==> config.mk <==
export PLATFORM = sky130hd
export DESIGN_NAME = iohist_binner
export DESIGN_NICKNAME = d
export VERILOG_FILES = /design/src/hw/rtl/iohist_pkg.sv /design/src/hw/rtl/iohist_binner.sv
export SDC_FILE = /design/constraint.sdc
export NUM_CORES = 1
export LEC_CHECK = 0
export ABC_AREA = 1
export BUFFER_PORTS_ARGS = -buffer_cell sky130_fd_sc_hd__buf_2
export CAP_MARGIN = 0
export CORE_ASPECT_RATIO = 1.1
export CORE_UTILIZATION = 60
export CTS_CLUSTER_DIAMETER = 100
export DETAILED_ROUTE_END_ITERATION = 12
export PLACE_DENSITY = 0.88
export SETUP_SLACK_MARGIN = 0.4
export SLEW_MARGIN = 20
export SYNTH_ARGS = -nofsm -noshare
export SYNTH_HDL_FRONTEND = slang
export SYNTH_SLANG_ARGS = --single-unit
==> constraint.sdc <==
create_clock -name aclk -period 7.4 [get_ports aclk]
set_input_delay 1.11 -clock aclk [delete_from_list [all_inputs] [get_ports aclk]]
set_output_delay 1.11 -clock aclk [all_outputs]
set_load 0.1 [all_outputs]
==> src/hw/rtl/iohist_pkg.sv <==
`timescale 1ns / 1ps

package iohist_pkg;

    // Histogram geometry.
    localparam int NUM_BINS     = 461;
    localparam int BIN_W        = 9;
    localparam int OVERFLOW_BIN = 460;

    // Counter geometry; results report at most REPORT_W bits.
    localparam int COUNT_WIDTH = 32;
    localparam int REPORT_W    = 32;

    // Input and result widths.
    localparam int LEN_W       = 32;
    localparam int KIB_SHIFT   = 10;
    localparam int KIB_W       = LEN_W - KIB_SHIFT;
    localparam int MDATA_W     = 48;

    // Decade quotient by reciprocal multiplication.
    localparam int X_W         = 20;
    localparam int RECIP_W     = 21;
    localparam int RECIP_SHIFT = 24;
    localparam int DIV_W       = 14;
    localparam int Q_W         = 7;
    localparam int PROD_W      = X_W + RECIP_W;
    localparam int REM_W       = X_W + 1;

    // Range of the KiB value that decides how the bin is formed.
    typedef enum logic [2:0] {
        DEC_UNIT,
        DEC_TENS,
        DEC_HUNDREDS,
        DEC_THOUSANDS,
        DEC_TEN_THOUSANDS,
        DEC_OVER
    } dec_t;

    // One binned item handed to the counter.
    typedef struct packed {
        logic [BIN_W-1:0] bin;
        logic             count_it;
    } bin_item_t;

    // Truncated reciprocal 2^RECIP_SHIFT / divisor; the estimate is at most one low.
    function automatic logic [RECIP_W-1:0] dec_recip(input dec_t dec);
        logic [RECIP_W-1:0] r;
        unique case (dec)
            DEC_TENS:          r = RECIP_W'((1 << RECIP_SHIFT) / 10);
            DEC_HUNDREDS:      r = RECIP_W'((1 << RECIP_SHIFT) / 100);
            DEC_THOUSANDS:     r = RECIP_W'((1 << RECIP_SHIFT) / 1000);
            DEC_TEN_THOUSANDS: r = RECIP_W'((1 << RECIP_SHIFT) / 10000);
            default:           r = '0;
        endcase
        return r;
    endfunction

    // Width of one linear bin within the decade.
    function automatic logic [DIV_W-1:0] dec_divisor(input dec_t dec);
        logic [DIV_W-1:0] d;
        unique case (dec)
            DEC_TENS:          d = DIV_W'(10);
            DEC_HUNDREDS:      d = DIV_W'(100);
            DEC_THOUSANDS:     d = DIV_W'(1000);
            DEC_TEN_THOUSANDS: d = DIV_W'(10000);
            default:           d = DIV_W'(1);
        endcase
        return d;
    endfunction

    // Bin offset added to the quotient (10..99) within each decade.
    function automatic logic [BIN_W-1:0] dec_base(input dec_t dec);
        logic [BIN_W-1:0] b;
        unique case (dec)
            DEC_TENS:          b = BIN_W'(90);
            DEC_HUNDREDS:      b = BIN_W'(180);
            DEC_THOUSANDS:     b = BIN_W'(270);
            DEC_TEN_THOUSANDS: b = BIN_W'(360);
            default:           b = '0;
        endcase
        return b;
    endfunction

endpackage

==> src/hw/rtl/iohist_binner.sv <==
`timescale 1ns / 1ps

module iohist_binner (
    input  logic                    aclk,
    input  logic                    aresetn,
    input  logic                    in_valid,
    output logic                    in_ready,
    input  logic [31:0]             in_length,
    input  logic                    in_known,
    output logic                    out_valid,
    input  logic                    out_ready,
    output iohist_pkg::bin_item_t   out_item
);

    // Stage valid bits.
    logic a_valid_reg, b_valid_reg, c_valid_reg, d_valid_reg;
    logic a_load, b_load, c_load, d_load;

    // Stage A: decade and KiB value.
    iohist_pkg::dec_t                   a_dec_reg;
    logic [iohist_pkg::X_W-1:0]         a_x_reg;
    logic                               a_cnt_reg;
    iohist_pkg::dec_t                   a_dec_next;
    logic [iohist_pkg::KIB_W-1:0]       kib;

    // Stage B: reciprocal product.
    iohist_pkg::dec_t                   b_dec_reg;
    logic [iohist_pkg::X_W-1:0]         b_x_reg;
    logic                               b_cnt_reg;
    logic [iohist_pkg::PROD_W-1:0]      b_prod_reg;
    logic [iohist_pkg::PROD_W-1:0]      b_prod_next;

    // Stage C: quotient estimate and its correction flag.
    iohist_pkg::dec_t                   c_dec_reg;
    logic [iohist_pkg::Q_W-1:0]         c_q_reg;
    logic                               c_ge_reg;
    logic                               c_cnt_reg;
    logic [iohist_pkg::Q_W-1:0]         c_q_next;
    logic                               c_ge_next;
    logic [iohist_pkg::REM_W-1:0]       c_qd;
    logic [iohist_pkg::REM_W-1:0]       c_rem;

    // Stage D: final bin.
    logic [iohist_pkg::BIN_W-1:0]       d_bin_reg;
    logic                               d_cnt_reg;
    logic [iohist_pkg::BIN_W-1:0]       d_bin_next;

    // Elastic pipeline: a stage loads when empty or when it moves on.
    assign d_load   = !d_valid_reg || out_ready;
    assign c_load   = !c_valid_reg || d_load;
    assign b_load   = !b_valid_reg || c_load;
    assign a_load   = !a_valid_reg || b_load;
    assign in_ready = a_load;

    always_ff @(posedge aclk) begin
        if (!aresetn) begin
            a_valid_reg <= 1'b0;
            b_valid_reg <= 1'b0;
            c_valid_reg <= 1'b0;
            d_valid_reg <= 1'b0;
        end else begin
            if (a_load) a_valid_reg <= in_valid;
            if (b_load) b_valid_reg <= a_valid_reg;
            if (c_load) c_valid_reg <= b_valid_reg;
            if (d_load) d_valid_reg <= c_valid_reg;
        end
    end

    // Classify the KiB length by decade.
    always_comb begin
        kib = in_length[iohist_pkg::LEN_W-1:iohist_pkg::KIB_SHIFT];
        if (kib < iohist_pkg::KIB_W'(100)) begin
            a_dec_next = iohist_pkg::DEC_UNIT;
        end else if (kib < iohist_pkg::KIB_W'(1000)) begin
            a_dec_next = iohist_pkg::DEC_TENS;
        end else if (kib < iohist_pkg::KIB_W'(10000)) begin
            a_dec_next = iohist_pkg::DEC_HUNDREDS;
        end else if (kib < iohist_pkg::KIB_W'(100000)) begin
            a_dec_next = iohist_pkg::DEC_THOUSANDS;
        end else if (kib < iohist_pkg::KIB_W'(1000000)) begin
            a_dec_next = iohist_pkg::DEC_TEN_THOUSANDS;
        end else begin
            a_dec_next = iohist_pkg::DEC_OVER;
        end
    end

    // Multiply by the decade's reciprocal.
    assign b_prod_next = iohist_pkg::PROD_W'(a_x_reg)
                       * iohist_pkg::PROD_W'(iohist_pkg::dec_recip(a_dec_reg));

    // The estimate is low by at most one; the remainder tells.
    always_comb begin
        c_q_next  = b_prod_reg[iohist_pkg::RECIP_SHIFT +: iohist_pkg::Q_W];
        c_qd      = iohist_pkg::REM_W'(c_q_next)
                  * iohist_pkg::REM_W'(iohist_pkg::dec_divisor(b_dec_reg));
        c_rem     = iohist_pkg::REM_W'(b_x_reg) - c_qd;
        c_ge_next = c_rem >= iohist_pkg::REM_W'(iohist_pkg::dec_divisor(b_dec_reg));
    end

    // Assemble the bin index.
    always_comb begin
        unique case (c_dec_reg)
            iohist_pkg::DEC_UNIT: begin
                d_bin_next = iohist_pkg::BIN_W'(c_q_reg);
            end
            iohist_pkg::DEC_OVER: begin
                d_bin_next = iohist_pkg::BIN_W'(iohist_pkg::OVERFLOW_BIN);
            end
            default: begin
                d_bin_next = iohist_pkg::dec_base(c_dec_reg)
                           + iohist_pkg::BIN_W'(c_q_reg)
                           + iohist_pkg::BIN_W'(c_ge_reg);
            end
        endcase
    end

    // Payload registers.
    always_ff @(posedge aclk) begin
        if (a_load && in_valid) begin
            a_dec_reg <= a_dec_next;
            a_x_reg   <= kib[iohist_pkg::X_W-1:0];
            a_cnt_reg <= in_known && (in_length != '0);
        end
        if (b_load && a_valid_reg) begin
            b_dec_reg  <= a_dec_reg;
            b_x_reg    <= a_x_reg;
            b_cnt_reg  <= a_cnt_reg;
            b_prod_reg <= b_prod_next;
        end
        if (c_load && b_valid_reg) begin
            c_dec_reg <= b_dec_reg;
            c_cnt_reg <= b_cnt_reg;
            c_ge_reg  <= c_ge_next;
            // Small values bypass the divider and use the KiB value itself.
            if (b_dec_reg == iohist_pkg::DEC_UNIT) begin
                c_q_reg <= b_x_reg[iohist_pkg::Q_W-1:0];
            end else begin
                c_q_reg <= c_q_next;
            end
        end
        if (d_load && c_valid_reg) begin
            d_bin_reg <= d_bin_next;
            d_cnt_reg <= c_cnt_reg;
        end
    end

    assign out_valid         = d_valid_reg;
    assign out_item.bin      = d_bin_reg;
    assign out_item.count_it = d_cnt_reg;

endmodule

==> Word level (Yosys, flattened, before mapping) <==
Index checks and enable logic that the tools add are counted.
{ "totals": {"in_bits": 37, "reg_bits": 105, "output_inout_bits": 12} }
{ "op_classes": {"add_sub_neg": 3, "eq_ne": 13, "multipliers": 2, "mux": 10, "n_reduce_logical": 19, "n_lt_le_gt_ge": 6} }
{ "ops": {"columns": ["op", "count"], "rows": [
  ["21-bit case mux with 4 select lines", 1],
  ["14-bit case mux with 4 select lines", 1],
  ["9-bit case mux with 4 select lines", 1],
  ["32-bit nonzero test", 1],
  ["20-bit by 21-bit multiplier with 31-bit output", 1],
  ["22-bit by 10-bit < comparator with 1-bit output, second input constant", 1],
  ["22-bit by 14-bit < comparator with 1-bit output, second input constant", 1],
  ["22-bit by 17-bit < comparator with 1-bit output, second input constant", 1],
  ["22-bit by 20-bit < comparator with 1-bit output, second input constant", 1],
  ["22-bit by 7-bit < comparator with 1-bit output, second input constant", 1],
  ["21-bit by 14-bit >= comparator with 1-bit output", 1],
  ["7-bit by 14-bit multiplier with 21-bit output", 1],
  ["20-bit by 21-bit subtractor with 21-bit output", 1],
  ["3-bit by 2-bit == test with 1-bit output, second input constant", 6],
  ["9-bit case mux with 2 select lines", 1],
  ["3-bit == test, second input constant", 4],
  ["9-bit by 1-bit adder with 9-bit output", 1],
  ["9-bit by 7-bit adder with 9-bit output", 1],
  ["3-bit by 1-bit == test with 1-bit output, second input constant", 3],
  ["9-bit two-way mux", 1],
  ["7-bit two-way mux", 1],
  ["3-bit zero test", 2],
  ["1-bit logical AND", 5],
  ["1-bit zero test", 4],
  ["5 further kinds", 11]
]} }

==> Depth between registers and ports, before layout <==
{ "depth": {"word_depth": 6, "mapped_depth": 35, "depth_no_buf": 34} }

==> Worst setup path before layout <==
Ideal clock, no wire load.
{ "synth_path": {"path_type": "reg2reg", "startpoint": "reg a_dec_reg[0]", "endpoint": "reg b_prod_reg[27] (netlist bit) (data pin)", "slack_ns": 0.903, "setup_time_ns": 0.252, "arrival_time_ns": 6.244, "stages_incl_launch_ff": 31, "path_cell_list": "edfxtp_1 -> inv_1 -> nand3_2 -> o21ai_2 -> inv_2 -> clkbuf_1 -> nor2_1 -> inv_1 -> fa_1 -> fa_1 -> inv_1 -> fa_1 -> inv_1 -> fa_1 -> inv_1 -> fa_1 -> fa_1 -> inv_1 -> fa_1 -> inv_1 -> ha_1 -> a21oi_1 -> nand2_1 -> a21oi_1 -> o21ai_0 -> a21oi_1 -> nor2_1 -> nor2_1 -> nand2_1 -> nand2_1 -> nand2_1"} }
{ "synth_via": {"elab_chain_len": 3, "word_cells_on_any_way": 6} }
{ "synth_rtl": {"columns": ["item", "line", "text"], "rows": [
  ["start: declaration", "iohist_binner.sv:20", "iohist_pkg::dec_t a_dec_reg;"],
  ["start signal: assignment", "iohist_binner.sv:120", "a_dec_reg <= a_dec_next;"],
  ["3-bit == test (tied with other cells)", "iohist_pkg.sv:48", "unique case (dec)"],
  ["21-bit case mux with 4 select lines *", "iohist_pkg.sv:48", null],
  ["20-bit by 21-bit multiplier with 31-bit output *", "iohist_binner.sv:89", "* iohist_pkg::PROD_W'(iohist_pkg::dec_recip(a_dec_reg));"],
  ["net b_prod_next, one bit", "iohist_binner.sv:31", "logic [iohist_pkg::PROD_W-1:0] b_prod_next;"],
  ["end signal: assignment", "iohist_binner.sv:128", "b_prod_reg <= b_prod_next;"],
  ["end: declaration", "iohist_binner.sv:30", "logic [iohist_pkg::PROD_W-1:0] b_prod_reg;"]
]} }
Mark *: on every way through the listed nets, which the timed path passes. The rest lies on a longest branch.
A chain may end at the register's enable or synchronous reset.

==> Final worst setup path <==
{ "layout_path": {"startpoint": "reg a_dec_reg[0]", "endpoint": "reg b_prod_reg[29] (netlist bit) (data pin)"} }
The elaborated chain is that of the path after synthesis.

==> impl_metrics.toml <==
[routing]
vias = 13168
dr.pass1.iters = 6
drc = 0
drt.antenna.violating_nets = 0
wl_per_cell_um = 18.92
drt-total-wl_mm = 46.29
vias_per_cell = 5.381
drt-initial-drc-count = 1083

[worst_hold_path]
hold_path_depth = 0
hp-start = "b_cnt_reg"
holdCritPathClass = "register to register"
holdPathEnd = "c_cnt_reg"

[pwr]
netSwitchingFraction_pct = 49.22
p_clk_share_pct = 16.6
leakagePower_nw = 9.934
power_density_nw_per_um2 = 164.0
p_seq_share_pct = 19.4
p_comb_share_pct = 64.1
intPower_w = 0.001505
ir_drop_v = 0.0001974
switchingPower_w = 0.001458

[clocking]
clockBufferDepth = 2
cts.sinks = 81
root_buffer = "clkbuf_16"
htreeDepth = 3
cts_tree = "built"
insertion_delay_ps = 370
clk_pin_slew_ps = 80
cts-buffers-inserted = 9

[place]
dpl.hpwl_mm = 40.71
place_congestion = 1.050
port_buffers = 48
placed_area_um2 = 17580
dp.cells = 2425

[die]
dieWidth_um = 161.8
num_io_pins = 49
fp.dieH_um = 177.8
fp-row-count = 63
start_util_pct = 61.79
dieArea_um2 = 28760
core_um2 = 27270

[worst_setup_path]
cp_top_family = "adder cells"
slowest_stage = "fa_1"
r2r_slack_ps = 740
critPathMaxFanout = 18
max_stage_delay_ps = 540
critical_path.startpoint = "a_dec_reg[0]"
arrival_ps = 6790
worstSetupPathType = "register to register"
startpoint_type = "register"
cp.required_ps = 7530
r2r-start = "a_dec_reg[0]"
worstReg2RegEnd = "b_prod_reg[29]"
crit_buf_inv = 8
crit_path_end_kind = "register"
r2r_cells = 26
crit_path_frequent_cell = "fa_1"

[sta]
rsz0062_at_grt = "true"
finalCritPeriodShare_pct = 90.03
worstMarginPinSlew_ps = 886.6
finalSetupTns_ps = 0
clock_skew_ps = 22.62
fmax_mhz = 150.1
setup_viol_count_final = 0
final_max_slew_viol_count = 0
relSlewSlack_pct = 40.68
hold_viol = 0
fin_crit_ps = 6662

[grt]
grt_pass1_wl_mm = 74.20
grt_max_degree = 32
grt-ovfl-total = 0
grt_pass1_vias = 14356
track_usage_pct = 34.71
antenna_found_initial = 1

[synth]
async_reset_ff_share_pct = 0
synthCells = 2022
synth_edf_count = 77
ys_types = 39
ys_warn_count = 0
synth-main-ff-cell = "edfxtp_1"
ys_seq_area_share_pct = 14.19
synth_seq_cells = 81
syn_area_um2 = 16850
syn_avg_cell_area_um2 = 8.335
syn-num-nets = 2561

[status]
status = "completed"

[final_layout]
fin_util_pct = 66.24
finalNonFillerCells = 2447
area_growth_pct = 7.201
final_area_um2 = 18070
drive_above_1_share_pct = 5.939
fin_nets = 2622
fillers = 2276

[job]
cap_viol_max_count = 0
==> metrics by stage <==
step	hold slack, ps	setup WS (ps)	power, W
floorplan	400.3	903.3	0.001963
global placement	403.0	580.8	0.002378
detailed placement	407.4	444.7	0.002439
CTS	424.2	450.9	0.002938
global route	436.9	375.4	0.003247
finish	423.4	737.8	0.002963
==> cell families (layout without fill, tap and decap cells) <==
group / after synthesis / count (layout) / share of synthesized area (%)
xor gates and xnor gates: 33 / 33 / 1.715
adders and majority gates: 502 / 502 / 50.23
buffers and inverters: 648 / 714 / 14.48
and+or+nand+nor: 630 / 630 / 15.20
DFF: 81 / 81 / 14.19
AOI/OAI and AO/OA: 128 / 128 / 4.180
other: 0 / 2 / 0
==> metal layers <==
layer / global-route usage (%) / vias up / part of all wire, % / wire length (µm)
li1: - / 6126 / - / -
met1: 40.63 / 6428 / 38 / 17460
met2: 62.02 / 483 / 51 / 23400
met3: 4.464 / 129 / 5.9 / 2748
met4: 18.44 / 2 / 5.8 / 2674
met5: 0 / - / 0.035 / 16
==> worst max-delay path by stage <==
stage                                end  slack [ps]  depth (start not counted)
final                     b_prod_reg[29]         740                         26
after global routing      b_prod_reg[27]         380                         31
after CTS                 b_prod_reg[27]         450                         29
after detailed placement  b_prod_reg[27]         440                         29
after global placement    b_prod_reg[27]         580                         29
after floorplan           b_prod_reg[27]         900                         30
==> power by group through the flow <==
stage / sequential (W) / combinational [W] / clock, W
2_1_floorplan: 0.000567 / 0.00140 / 0
4_1_cts: 0.000572 / 0.00188 / 0.000490
5_1_grt: 0.000575 / 0.00217 / 0.000506
3_5_place_dp: 0.000582 / 0.00186 / 0
3_3_place_gp: 0.000581 / 0.00180 / 0
6_report: 0.000573 / 0.00190 / 0.000491
==> layout make-up <==
class / count / area (µm²) / area share, %
Clock buffer: 9 / 225.2 / 1.247
Tap cell: 357 / 446.7 / 2.472
Antenna cell: 2 / 5.005 / 0.02770
Timing Repair Buffer: 65 / 380.4 / 2.105
Clock inverter: 7 / 85.08 / 0.4709
Inverter: 633 / 2386 / 13.21
Multi-Input combinational cell: 1293 / 12150 / 67.23
Sequential cell: 81 / 2392 / 13.24
==> synth_stat cells, types with 12 or more instances <==
cell	number	area, µm²
nor3_1	13	65.06
fa_1	291	5826
inv_1	623	2338
xnor2_1	12	105.1
a21oi_1	72	360.4
nor2_1	202	758.2
nand3_1	56	280.3
ha_1	211	2640
o21ai_0	35	175.2
edfxtp_1	77	2312
nand2_1	324	1216
clkbuf_1	12	45.04
xor2_1	21	183.9
==> layout by cell type, fill, tap and decap left out, types with 4 or more instances in the layout <==
| master | instances |
|---|---|
| a21o_1 | 4 |
| a21oi_1 | 69 |
| buf_2 | 48 |
| buf_4 | 16 |
| clkbuf_16 | 9 |
| dfxtp_1 | 4 |
| edfxtp_1 | 77 |
| fa_1 | 290 |
| ha_1 | 211 |
| inv_1 | 622 |
| inv_2 | 7 |
| nand2_1 | 322 |
| nand2_2 | 4 |
| nand3_1 | 55 |
| nand3b_1 | 5 |
| nand4_1 | 10 |
| nor2_1 | 185 |
| nor2_2 | 9 |
| nor2_4 | 9 |
| nor3_1 | 13 |
| nor4_1 | 9 |
| o21a_1 | 5 |
| o21ai_0 | 35 |
| xnor2_1 | 12 |
| xor2_1 | 21 |
==> what timing repair did <==
action | in CTS | in global routing
resized for setup | 0 | 44
endpoints found under the setup margin | 0 | 8
setup buffers | 0 | 4
hold buffers | 0 | 0
Power figures use the tool's default switching activity.
